--- src/hdl/jesc_pkg.sv ---
// Shared types, constants, palette table and fixed-point helpers of the Julia escape unit.
package jesc_pkg;

	// Default values of the top-level parameters.
	localparam int ITER_LIMIT_DEF       = 128;
	localparam int PALETTE_ENTRIES_DEF  = 256;
	localparam int PIXEL_COORD_BITS_DEF = 10;

	// Fixed-point format: signed Q4.28 in 32 bits, wide intermediates in 48 bits.
	localparam int Q_FRAC = 28;
	localparam int WIDE_W = 48;

	localparam logic signed [WIDE_W-1:0] Q_MAX_W      = 48'sd2147483647;
	localparam logic signed [WIDE_W-1:0] Q_MIN_W      = -48'sd2147483648;
	localparam logic signed [WIDE_W-1:0] ESCAPE_BOUND = 48'sd1073741824;

	localparam logic [31:0] ARGB_BLACK = 32'hFF00_0000;

	// Configuration register indexes.
	typedef enum logic [2:0] {
		REG_X_MIN    = 3'd0,
		REG_Y_MIN    = 3'd1,
		REG_X_STEP   = 3'd2,
		REG_Y_STEP   = 3'd3,
		REG_C_REAL   = 3'd4,
		REG_C_IMAG   = 3'd5,
		REG_ITER_CAP = 3'd6,
		REG_PAL_SHFT = 3'd7
	} jesc_reg_t;

	// Controller states.
	typedef enum logic [2:0] {
		ST_IDLE,
		ST_SMUL,
		ST_SADD,
		ST_ITMUL,
		ST_ITUPD,
		ST_PAL1,
		ST_PAL2,
		ST_EMIT
	} jesc_state_t;

	// Commands from the controller to the datapath.
	typedef struct packed {
		logic capture;
		logic start_mul;
		logic start_load;
		logic iter_mul;
		logic iter_step;
		logic pal_sum;
		logic pal_fold;
		logic emit;
	} jesc_cmd_t;

	// Status from the datapath to the controller.
	typedef struct packed {
		logic cap_hit;
		logic escaped;
	} jesc_sts_t;

	// Clamp a wide signed value to the Q4.28 range.
	function automatic logic signed [31:0] sat_q(input logic signed [WIDE_W-1:0] v);
		logic signed [31:0] r;
		if (v > Q_MAX_W) begin
			r = Q_MAX_W[31:0];
		end else if (v < Q_MIN_W) begin
			r = Q_MIN_W[31:0];
		end else begin
			r = v[31:0];
		end
		return r;
	endfunction

	// Fixed colour palette, ARGB8888.
	localparam logic [31:0] COLOUR_ROM [0:255] = '{
		32'hFF000000, 32'hFF000000, 32'hFF040000, 32'hFF0C0000,
		32'hFF100000, 32'hFF180000, 32'hFF200000, 32'hFF240000,
		32'hFF2C0000, 32'hFF300000, 32'hFF380000, 32'hFF400000,
		32'hFF440000, 32'hFF4C0000, 32'hFF500000, 32'hFF580000,
		32'hFF600000, 32'hFF640000, 32'hFF6C0000, 32'hFF740000,
		32'hFF780000, 32'hFF800000, 32'hFF840000, 32'hFF8C0000,
		32'hFF940000, 32'hFF980000, 32'hFFA00000, 32'hFFA40000,
		32'hFFAC0000, 32'hFFB40000, 32'hFFB80000, 32'hFFC00000,
		32'hFFC80000, 32'hFFC80400, 32'hFFC80C00, 32'hFFCC1000,
		32'hFFCC1800, 32'hFFD01C00, 32'hFFD02400, 32'hFFD02800,
		32'hFFD43000, 32'hFFD43800, 32'hFFD83C00, 32'hFFD84400,
		32'hFFD84800, 32'hFFDC5000, 32'hFFDC5400, 32'hFFE05C00,
		32'hFFE06400, 32'hFFE06800, 32'hFFE47000, 32'hFFE47400,
		32'hFFE87C00, 32'hFFE88000, 32'hFFE88800, 32'hFFEC8C00,
		32'hFFEC9400, 32'hFFF09C00, 32'hFFF0A000, 32'hFFF0A800,
		32'hFFF4AC00, 32'hFFF4B400, 32'hFFF8B800, 32'hFFF8C000,
		32'hFFFCC800, 32'hFFFCC804, 32'hFFFCC80C, 32'hFFFCCC14,
		32'hFFFCCC1C, 32'hFFFCD024, 32'hFFFCD02C, 32'hFFFCD034,
		32'hFFFCD43C, 32'hFFFCD444, 32'hFFFCD84C, 32'hFFFCD854,
		32'hFFFCD85C, 32'hFFFCDC64, 32'hFFFCDC6C, 32'hFFFCE074,
		32'hFFFCE07C, 32'hFFFCE084, 32'hFFFCE48C, 32'hFFFCE494,
		32'hFFFCE89C, 32'hFFFCE8A4, 32'hFFFCE8AC, 32'hFFFCECB4,
		32'hFFFCECBC, 32'hFFFCF0C4, 32'hFFFCF0CC, 32'hFFFCF0D4,
		32'hFFFCF4DC, 32'hFFFCF4E4, 32'hFFFCF8EC, 32'hFFFCF8F4,
		32'hFFFCFCFC, 32'hFFFCFCF8, 32'hFFFCFCF4, 32'hFFFCFCF0,
		32'hFFFCFCE8, 32'hFFFCFCE4, 32'hFFFCFCE0, 32'hFFFCFCD8,
		32'hFFFCFCD4, 32'hFFFCFCD0, 32'hFFFCFCC8, 32'hFFFCFCC4,
		32'hFFFCFCC0, 32'hFFFCFCB8, 32'hFFFCFCB4, 32'hFFFCFCB0,
		32'hFFFCFCA8, 32'hFFFCFCA4, 32'hFFFCFCA0, 32'hFFFCFC9C,
		32'hFFFCFC94, 32'hFFFCFC90, 32'hFFFCFC8C, 32'hFFFCFC84,
		32'hFFFCFC80, 32'hFFFCFC7C, 32'hFFFCFC74, 32'hFFFCFC70,
		32'hFFFCFC6C, 32'hFFFCFC64, 32'hFFFCFC60, 32'hFFFCFC5C,
		32'hFFFCFC54, 32'hFFFCFC50, 32'hFFFCFC4C, 32'hFFFCFC48,
		32'hFFFCFC40, 32'hFFFCFC3C, 32'hFFFCFC38, 32'hFFFCFC30,
		32'hFFFCFC2C, 32'hFFFCFC28, 32'hFFFCFC20, 32'hFFFCFC1C,
		32'hFFFCFC18, 32'hFFFCFC10, 32'hFFFCFC0C, 32'hFFFCFC08,
		32'hFFFCFC00, 32'hFFFCF800, 32'hFFFCF400, 32'hFFFCF000,
		32'hFFFCE800, 32'hFFFCE400, 32'hFFFCE000, 32'hFFFCD800,
		32'hFFFCD400, 32'hFFFCD000, 32'hFFFCC800, 32'hFFFCC400,
		32'hFFFCC000, 32'hFFFCB800, 32'hFFFCB400, 32'hFFFCB000,
		32'hFFFCA800, 32'hFFFCA400, 32'hFFFCA000, 32'hFFFC9C00,
		32'hFFFC9400, 32'hFFFC9000, 32'hFFFC8C00, 32'hFFFC8400,
		32'hFFFC8000, 32'hFFFC7C00, 32'hFFFC7400, 32'hFFFC7000,
		32'hFFFC6C00, 32'hFFFC6400, 32'hFFFC6000, 32'hFFFC5C00,
		32'hFFFC5400, 32'hFFFC5000, 32'hFFFC4C00, 32'hFFFC4800,
		32'hFFFC4000, 32'hFFFC3C00, 32'hFFFC3800, 32'hFFFC3000,
		32'hFFFC2C00, 32'hFFFC2800, 32'hFFFC2000, 32'hFFFC1C00,
		32'hFFFC1800, 32'hFFFC1000, 32'hFFFC0C00, 32'hFFFC0800,
		32'hFFFC0000, 32'hFFF80000, 32'hFFF40000, 32'hFFF00000,
		32'hFFEC0000, 32'hFFE80000, 32'hFFE40000, 32'hFFE00000,
		32'hFFDC0000, 32'hFFD80000, 32'hFFD40000, 32'hFFD00000,
		32'hFFCC0000, 32'hFFC80000, 32'hFFC40000, 32'hFFC00000,
		32'hFFBC0000, 32'hFFB80000, 32'hFFB40000, 32'hFFB00000,
		32'hFFAC0000, 32'hFFA80000, 32'hFFA40000, 32'hFFA00000,
		32'hFF9C0000, 32'hFF980000, 32'hFF940000, 32'hFF900000,
		32'hFF8C0000, 32'hFF880000, 32'hFF840000, 32'hFF800000,
		32'hFF7C0000, 32'hFF780000, 32'hFF740000, 32'hFF700000,
		32'hFF6C0000, 32'hFF680000, 32'hFF640000, 32'hFF600000,
		32'hFF5C0000, 32'hFF580000, 32'hFF540000, 32'hFF500000,
		32'hFF4C0000, 32'hFF480000, 32'hFF440000, 32'hFF400000,
		32'hFF3C0000, 32'hFF380000, 32'hFF340000, 32'hFF300000,
		32'hFF2C0000, 32'hFF280000, 32'hFF240000, 32'hFF200000,
		32'hFF1C0000, 32'hFF180000, 32'hFF140000, 32'hFF100000,
		32'hFF0C0000, 32'hFF080000, 32'hFF000000, 32'hFF000000
	};

endpackage

--- src/hdl/jesc_ctrl.sv ---
// Controller state machine that sequences start point, escape iterations and colour lookup.
module jesc_ctrl
	import jesc_pkg::*;
(
	input  logic      clk,
	input  logic      arst_n,
	input  logic      in_valid,
	output logic      in_stall,
	output logic      out_valid,
	input  logic      out_stall,
	input  jesc_sts_t sts,
	output jesc_cmd_t cmd
);

	jesc_state_t state_q;
	jesc_state_t state_d;
	logic        out_valid_q;

	// Next-state logic.
	always_comb begin
		state_d = state_q;
		case (state_q)
			ST_IDLE: begin
				if (in_valid) begin
					state_d = ST_SMUL;
				end
			end
			ST_SMUL: begin
				state_d = ST_SADD;
			end
			ST_SADD: begin
				state_d = ST_ITMUL;
			end
			ST_ITMUL: begin
				state_d = sts.cap_hit ? ST_PAL1 : ST_ITUPD;
			end
			ST_ITUPD: begin
				state_d = sts.escaped ? ST_PAL1 : ST_ITMUL;
			end
			ST_PAL1: begin
				state_d = ST_PAL2;
			end
			ST_PAL2: begin
				state_d = ST_EMIT;
			end
			ST_EMIT: begin
				if (!out_valid_q || !out_stall) begin
					state_d = ST_IDLE;
				end
			end
			default: begin
				state_d = ST_IDLE;
			end
		endcase
	end

	// Command outputs.
	always_comb begin
		cmd      = '0;
		in_stall = 1'b1;
		case (state_q)
			ST_IDLE: begin
				in_stall    = 1'b0;
				cmd.capture = in_valid;
			end
			ST_SMUL: begin
				cmd.start_mul = 1'b1;
			end
			ST_SADD: begin
				cmd.start_load = 1'b1;
			end
			ST_ITMUL: begin
				cmd.iter_mul = !sts.cap_hit;
			end
			ST_ITUPD: begin
				cmd.iter_step = !sts.escaped;
			end
			ST_PAL1: begin
				cmd.pal_sum = 1'b1;
			end
			ST_PAL2: begin
				cmd.pal_fold = 1'b1;
			end
			ST_EMIT: begin
				cmd.emit = !out_valid_q || !out_stall;
			end
			default: begin
				cmd = '0;
			end
		endcase
	end

	// State register and output item flag.
	always_ff @(posedge clk or negedge arst_n) begin
		if (!arst_n) begin
			state_q     <= ST_IDLE;
			out_valid_q <= 1'b0;
		end else begin
			state_q <= state_d;
			if (cmd.emit) begin
				out_valid_q <= 1'b1;
			end else if (!out_stall) begin
				out_valid_q <= 1'b0;
			end
		end
	end

	assign out_valid = out_valid_q;

	// An accepted item always starts the start-point multiply.
	assert property (@(posedge clk) disable iff (!arst_n)
		(in_valid && !in_stall) |=> (state_q == ST_SMUL))
		else $error("accepted item did not start the start-point multiply");

	// A result never overwrites an item that is still held back.
	assert property (@(posedge clk) disable iff (!arst_n)
		cmd.emit |-> !(out_valid_q && out_stall))
		else $error("result written over a stalled item");

	// The output flag only rises after a result was written.
	assert property (@(posedge clk) disable iff (!arst_n)
		$rose(out_valid_q) |-> $past(cmd.emit))
		else $error("output valid rose without a written result");

endmodule

--- config.mk ---
export PLATFORM = sky130hd
export DESIGN_NAME = jesc_ctrl
export DESIGN_NICKNAME = d
export VERILOG_FILES = /design/src/hdl/jesc_pkg.sv /design/src/hdl/jesc_ctrl.sv
export SDC_FILE = /design/constraint.sdc
export NUM_CORES = 1
export LEC_CHECK = 0
export BUFFER_PORTS_ARGS = -buffer_cell sky130_fd_sc_hd__buf_2
export CAP_MARGIN = 20
export CORE_AREA = 2 2 39 41
export CTS_BUF_LIST = sky130_fd_sc_hd__clkbuf_8
export DETAILED_ROUTE_END_ITERATION = 10
export DIE_AREA = 0 0 41 43
export PLACE_DENSITY = 0.45
export SYNTH_ARGS = -nofsm -noshare
export SYNTH_HDL_FRONTEND = slang
export SYNTH_SLANG_ARGS = --single-unit
--- constraint.sdc ---
create_clock -name clk -period 2.4 [get_ports clk]
set_input_delay 0.12 -clock clk [delete_from_list [all_inputs] [get_ports clk]]
set_output_delay 0.12 -clock clk [all_outputs]
set_load 0.01 [all_outputs]
Word-level counts from Yosys, hierarchy flattened
Index checks and enable logic that the tools add are counted.
{"block": "word_totals", "input_bits": 6, "word_cells": 35, "ff_bits": 4, "output_inout_bits": 10}
{"block": "op_classes", "n_eq_ne": 10, "mux": 16, "n_reduce_logical": 7}
{"op": "$pmux W3 S8", "n": 1}
{"op": "$eq A3 B3 Y1 const B", "n": 4}
{"op": "$mux W1", "n": 12}
{"op": "$mux W3", "n": 3}
{"op": "$eq A3 B2 Y1 const B", "n": 2}
{"op": "$logic_not A1 Y1", "n": 4}
{"op": "$ne A2 B2 Y1 const B", "n": 2}
{"op": "$eq A3 B1 Y1 const B", "n": 1}
{"op": "$logic_not A3 Y1", "n": 1}
{"op": "$ne A2 B1 Y1 const B", "n": 1}
{"op": "$reduce_and A2 Y1", "n": 1}
{"op": "$logic_or A1 B1 Y1", "n": 1}

Logic depth before layout (Yosys ltp)
Gate-level depths: netlist (run 1).
{"block": "depth", "ltp_word": 4, "ltp_mapped": 4, "mapped_depth_nobuf": 3}

Worst setup path after synthesis (run 1)
Ideal clock, no wire load.
{"block": "synth_timing", "kind": "register to output", "from": "register state_q[0]", "to": "output cmd[7] in the netlist's numbering", "slack_ns": 1.262, "n_path_buf": 1, "t_arrival_ns": 1.018, "t_required_ns": 2.280, "stages_incl_launch_ff": 4, "path_cell_list": "dfrtp_1 -> buf_6 -> or3_4 -> nor2_2"}
{"item": "from (decl)", "line_no": "jesc_ctrl.sv:15", "rtl": "jesc_state_t state_q;"}
{"item": "from (signal assigned)", "line_no": "jesc_ctrl.sv:99", "rtl": "state_q <= state_d;"}
{"item": "to (decl)", "line_no": "jesc_ctrl.sv:12", "rtl": "output jesc_cmd_t cmd"}

==> impl_metrics.py, run 1 <==
metrics = {
    "sta": {
        "drv_slew": 0,
        "rsz0062_at_grt": "false",
        "max_freq_mhz": 692.0,
        "finalClockSkew_ps": 3.161,
        "period_minus_slack_ps": 1445,
        "fin_tns_setup_ps": 0,
        "relSlewSlack_pct": 76.72,
        "worst_pin_slew_ps": 349.2,
        "setup_viol": 0,
        "fin_crit_sh_pct": 60.22,
        "hold_viol": 0,
    },
    "floorplan": {
        "die_area_mm2": 0.001763,
        "die_h_um": 43,
        "rows": 14,
        "coreArea_mm2": 0.001384,
        "io_pins": 16,
        "initial_core_util_pct": 19.53,
        "die_x_um": 41,
    },
    "worst_setup_path": {
        "setup.worst_path.class": "flop to output port",
        "reg2reg_from": "state_q[1]",
        "crit_fanout": 13,
        "worstRegToRegCells": 3,
        "end_kind": "output port",
        "cp-start-kind": "flop",
        "path_buf_inv": 1,
        "critPathTopFamily": "simple AND/OR/NAND/NOR gates",
        "crit_path_top_delay_cell": "dfrtp_1",
        "reg2reg_slack_ps": 1300,
        "crit_arrival_ps": 1330,
        "path_cells": "or3_4, nor2_2, buf_2",
        "critical_path_required_ps": 2280,
        "r2r_end": "state_q[2]",
        "critPathMaxStageDelay_ps": 490,
        "cp.depth": 3,
    },
    "final_layout": {
        "drive_gt1_share_pct": 43.75,
        "n_antenna_cell": 0,
        "final_util_pct": 28.57,
        "fin_nets": 56,
        "areaGrowthSynthToFinish_pct": 46.30,
        "final_cell_mix": "buf_2, nor3_1, nand2_1, dfrtp_1, clkbuf_8",
        "final_cells": 64,
        "final_common_cell": "buf_2",
        "fill_cells": 159,
        "stdcell_area_um2": 395.4,
    },
    "clocking": {
        "postCtsSetupBuffers": 0,
        "cts-htree-levels": 1,
        "cts_tree": "done",
        "cts_buffer_depth": 2,
        "path_clk_slew_ps": 30,
        "clock-sinks": 4,
        "clockRootBuffer": "clkbuf_8",
        "cts_made_buffers": 3,
        "clk_latency_ps": 210,
    },
    "status": {
        "status": "finished, final reports clean",
    },
    "pwr": {
        "power.leakage_uw": 0.0002027,
        "comb_power_share_pct": 40.9,
        "intPower_uw": 319.1,
        "vdd_drop_max_v": 0.0007187,
        "switching_share_pct": 40.98,
        "seqPwrFrac_pct": 33.7,
        "p_per_area_mw_per_mm2": 1367,
        "pwr-share-clk_pct": 25.3,
        "power.switching_uw": 221.5,
    },
    "global_routing": {
        "grt_pass1_wl_um": 910,
        "grt_pass1_vias": 240,
        "antenna_found_initial": 0,
        "grt-ovfl-total": 0,
        "grtUsageTotal_pct": 7.972,
        "grt_max_degree": 14,
    },
    "routing": {
        "viasPerCell": 4.484,
        "drcViolationCount": 0,
        "drt_iter0_markers": 8,
        "ant_nets": 0,
        "drtPass1Iterations": 4,
        "vias": 287,
        "drt-total-wl_um": 625,
        "wl_per_cell_um": 9.766,
    },
    "synthesis": {
        "synth_mux_area_share_pct": 0,
        "ys_top_cells_by_area": "dfrtp_1, nor3_1, nand2_1",
        "synth_cell_types": 19,
        "synth_xor_area_share_pct": 0,
        "netlist.area_leader.share_pct": 37.04,
        "syn-num-nets": 38,
        "seq_area_frac_synth_pct": 37.04,
        "yosys.area_share.simple_pct": 36.11,
        "syn_area_um2": 270.3,
        "syn_inst": 32,
        "synth-seq-cells": 4,
        "synth_top_area_cell": "dfrtp_1",
        "synth_top_family_by_area": "simple AND/OR/NAND/NOR gates",
        "synth-adder-area-share_pct": 0,
        "synth_warnings": 0,
        "syn_area_per_cell_um2": 8.446,
        "synth_compound_area_share_pct": 16.20,
    },
    "worst_hold_path": {
        "min_path_cells": 3,
        "worstHoldStart": "in_valid",
        "hp-class": "input pin to flop",
        "min_to": "state_q[0]",
    },
    "flow_run": {
        "cap_violations": 0,
    },
    "placement": {
        "place_congestion": 0.6785,
        "port_buffers": 15,
        "placed_cell_area_um2": 344.1,
        "dp_cells": 60,
        "dp_hpwl_um": 497.1,
    },
}
how the worst max path moves through the flow:
| stage | end | startpoint |
|---|---|---|
| global placement | cmd[7] | state_q[1] |
| detailed placement | cmd[7] | state_q[1] |
| global route | cmd[7] | state_q[1] |
| finish | cmd[7] | state_q[1] |
| floorplan | cmd[7] | state_q[0] |
| CTS | cmd[7] | state_q[1] |
state kept, by name, indices dropped and copies added, names as in the netlist:
register   count
out_valid      1
state_q        3
metal layers:
metal / share of wire [%] / wire length [um] / global-route usage [%]
met1: 46 / 290 / 9.477
met2: 43 / 267 / 10.94
met3: 11 / 67 / 3.141
met4: 0 / 0 / 6.000
met5: 0 / 0 / 0
worst register-to-register path, cell delays in order (launching register included):
cell     delay, ps
dfrtp_1        540
nand3_1        170
a21oi_1        190
nor3_1          80
per-stage QoR:
| stage | setup slack, ps | hold WS [ps] | total power [uW] |
|---|---|---|---|
| 2_1_floorplan | 1262 | -175.6 | 350.3 |
| 3_3_place_gp | 1196 | -70.35 | 408.8 |
| 3_5_place_dp | 1170 | -70.31 | 408.2 |
| 4_1_cts | 941.1 | 163.4 | 549.4 |
| 5_1_grt | 872.9 | 184.0 | 593.8 |
| 6_report | 954.8 | 161.7 | 540.6 |
power groups by stage:
stage	logic, uW	clock network [uW]	registers, uW
after floorplan	221	0	130
final	221	137	182
after global placement	225	0	184
after CTS	226	141	183
after detailed placement	224	0	185
after global routing	249	149	196
cell families (layout without fill, tap and decap cells):
group / Yosys count / after routing
AOI/OAI and AO/OA: 7 / 7
and+or+nand+nor: 16 / 16
buffers and inverters: 5 / 21
DFF: 4 / 4
cell type report:
cell class                      count  area [um^2]  share of cell area, %
Clock buffer                        3        41.29                  10.44
Multi-Input combinational cell     23        141.4                  35.76
Timing Repair Buffer               16        85.08                  21.52
Tap cell                           16        20.02                  5.063
Inverter                            2        7.507                  1.899
Sequential cell                     4        100.1                  25.32
cell usage after synthesis, drive strengths merged:
| library cell | number |
|---|---|
| dfrtp | 4 |
| nand2 | 4 |
| nor3 | 4 |
| buf | 3 |
| a21oi | 2 |
| inv | 2 |
| nor2 | 2 |
| nor3b | 2 |
| a21o | 1 |
| a31oi | 1 |
| and3 | 1 |
| nand3 | 1 |
| nor4b | 1 |
| o21ai | 1 |
| o21bai | 1 |
| o31ai | 1 |
| or3 | 1 |
timing repair:
| action | in CTS | in global routing |
|---|---|---|
| hold buffers | 1 | 0 |
| resized for setup | 0 | 0 |
| hold endpoints to repair | 4 | 0 |
(Power assumes the default switching activity.)
==> run 2, diff against run 1 <==
==> constraint.sdc (replaced) <==
create_clock -name clk -period 1.4 [get_ports clk]
set_input_delay 0.07 -clock clk [delete_from_list [all_inputs] [get_ports clk]]
set_output_delay 0.07 -clock clk [all_outputs]
set_load 0.01 [all_outputs]
==> impl_metrics.py, run 2 (synthesis results as in run 1) <==
metrics = {
    "final_layout": {
        "largest_reg_flops": 3,
        "regMostFlops": "state_q",
        "fill_cells": 159,
        "final_common_cell": "buf_2",
        "fin_nets": 58,
        "final_util_pct": 29.93,
        "stdcell_area_um2": 414.1,
        "final_cells": 66,
        "areaGrowthSynthToFinish_pct": 53.24,
        "final_cell_mix": "buf_2, nor3_1, nand2_1, clkbuf_8, dfrtp_2",
        "n_antenna_cell": 0,
        "drive_gt1_share_pct": 52.00,
    },
    "placement": {
        "dp_hpwl_um": 497.6,
        "port_buffers": 15,
        "dp_cells": 60,
        "placed_cell_area_um2": 344.1,
        "place_congestion": 0.6788,
    },
    "routing": {
        "drt-total-wl_um": 677,
        "drtPass1Iterations": 4,
        "viasPerCell": 4.591,
        "ant_nets": 0,
        "wl_per_cell_um": 10.26,
        "drt_iter0_markers": 11,
        "vias": 303,
        "drcViolationCount": 0,
    },
    "clocking": {
        "clock-sinks": 4,
        "clk_latency_ps": 210,
        "cts-htree-levels": 1,
        "path_clk_slew_ps": 30,
        "cts_buffer_depth": 2,
        "cts_made_buffers": 3,
        "clockRootBuffer": "clkbuf_8",
        "cts_tree": "done",
    },
    "floorplan": {
        "initial_core_util_pct": 19.53,
        "die_area_mm2": 0.001763,
        "die_h_um": 43,
        "io_pins": 16,
        "die_x_um": 41,
        "rows": 14,
        "coreArea_mm2": 0.001384,
    },
    "worst_hold_path": {
        "worstHoldStart": "in_valid",
        "hp-class": "input pin to flop",
        "min_path_cells": 3,
        "min_to": "state_q[0]",
    },
    "global_routing": {
        "antenna_found_initial": 0,
        "grt_pass1_wl_um": 910,
        "grtUsageTotal_pct": 7.972,
        "grt_max_degree": 14,
        "grt_pass1_vias": 240,
        "grt-ovfl-total": 0,
    },
    "worst_setup_path": {
        "crit_arrival_ps": 1260,
        "setup.worst_path.class": "flop to output port",
        "worstRegToRegCells": 3,
        "r2r_end": "state_q[0]",
        "reg2reg_slack_ps": 300,
        "cp-start-kind": "flop",
        "reg2reg_from": "state_q[1]",
        "critical_path_required_ps": 1330,
        "crit_fanout": 7,
        "critPathLaunch": "state_q[0]",
        "end_kind": "output port",
    },
    "pwr": {
        "power.switching_uw": 393.6,
        "comb_power_share_pct": 45.9,
        "seqPwrFrac_pct": 30.3,
        "switching_share_pct": 39.89,
        "intPower_uw": 593.2,
        "power.leakage_uw": 0.0002094,
        "p_per_area_mw_per_mm2": 2383,
        "vdd_drop_max_v": 0.001238,
        "pwr-share-clk_pct": 23.8,
    },
    "sta": {
        "fin_tns_setup_ps": 0,
        "fin_crit_sh_pct": 94.65,
        "setup_viol": 0,
        "hold_viol": 0,
        "finalClockSkew_ps": 3.262,
        "period_minus_slack_ps": 1325,
        "worst_pin_slew_ps": 238.4,
        "drv_slew": 0,
        "max_freq_mhz": 754.6,
        "rsz0062_at_grt": "false",
        "relSlewSlack_pct": 83.97,
    },
    "status": {
        "status": "finished, final reports clean",
    },
    "flow_run": {
        "cap_violations": 0,
    },
}
run 2: changes by cell type in the layout (fill, tap and decap cells not counted), sizes merged:
cell,delta
buf,+2
run 2: how the worst max path moves through the flow:
stage / end / slack (ps) / depth (start not counted)
detailed placement: cmd[7] / 220 / 3
floorplan: state_q[1] / 300 / 3
global placement: cmd[7] / 250 / 3
global route: cmd[7] / 20 / 3
finish: cmd[7] / 70 / 3
CTS: cmd[7] / 20 / 3
run 2: cell type report:
class / count / area [um^2] / share of cell area [%]
inverter: 2 / 7.507 / 1.813
tap: 16 / 20.02 / 4.834
sequential: 4 / 103.9 / 25.08
multi-input combinational: 23 / 141.4 / 34.14
timing repair buffer: 18 / 100.1 / 24.17
clock buffer: 3 / 41.29 / 9.970
run 2: through the flow:
| step | hold WS [ps] | setup WS (ps) | power, uW |
|---|---|---|---|
| global route | 133.9 | 22.86 | 1075 |
| CTS | 113.4 | 17.68 | 945.2 |
| finish | 118.5 | 74.84 | 986.8 |
| floorplan | -225.6 | 296.3 | 600.5 |
| global placement | -120.3 | 246.3 | 700.8 |
| detailed placement | -120.3 | 219.5 | 699.8 |
run 2: power groups by stage:
stage          registers [uW]  clock network, uW  logic, uW
3_3_place_gp              315                  0        386
3_5_place_dp              317                  0        383
5_1_grt                   316                255        504
2_1_floorplan             222                  0        378
6_report                  299                235        453
4_1_cts                   317                242        387
run 2: critical path, stage by stage, from the launching register on:
cell and delay [ps]:
dfrtp_2 440, or3_4 400, nor2_2 80, buf_2 130
run 2: per-layer routing:
metal	up-vias	part of all wire [%]	global-route usage, %
met5	-	0	0
met4	0	0	6.000
met3	0	12	3.141
met2	17	45	10.94
met1	138	44	9.477
li1	148	-	-
run 2: timing repair:
action / 4_1_cts / 5_1_grt
gates cloned: 0 / 0
resized for setup: 1 / 2
setup endpoints to repair: 1 / 3
hold buffers: 1 / 0
setup buffers: 0 / 2
hold endpoints to repair: 4 / 0
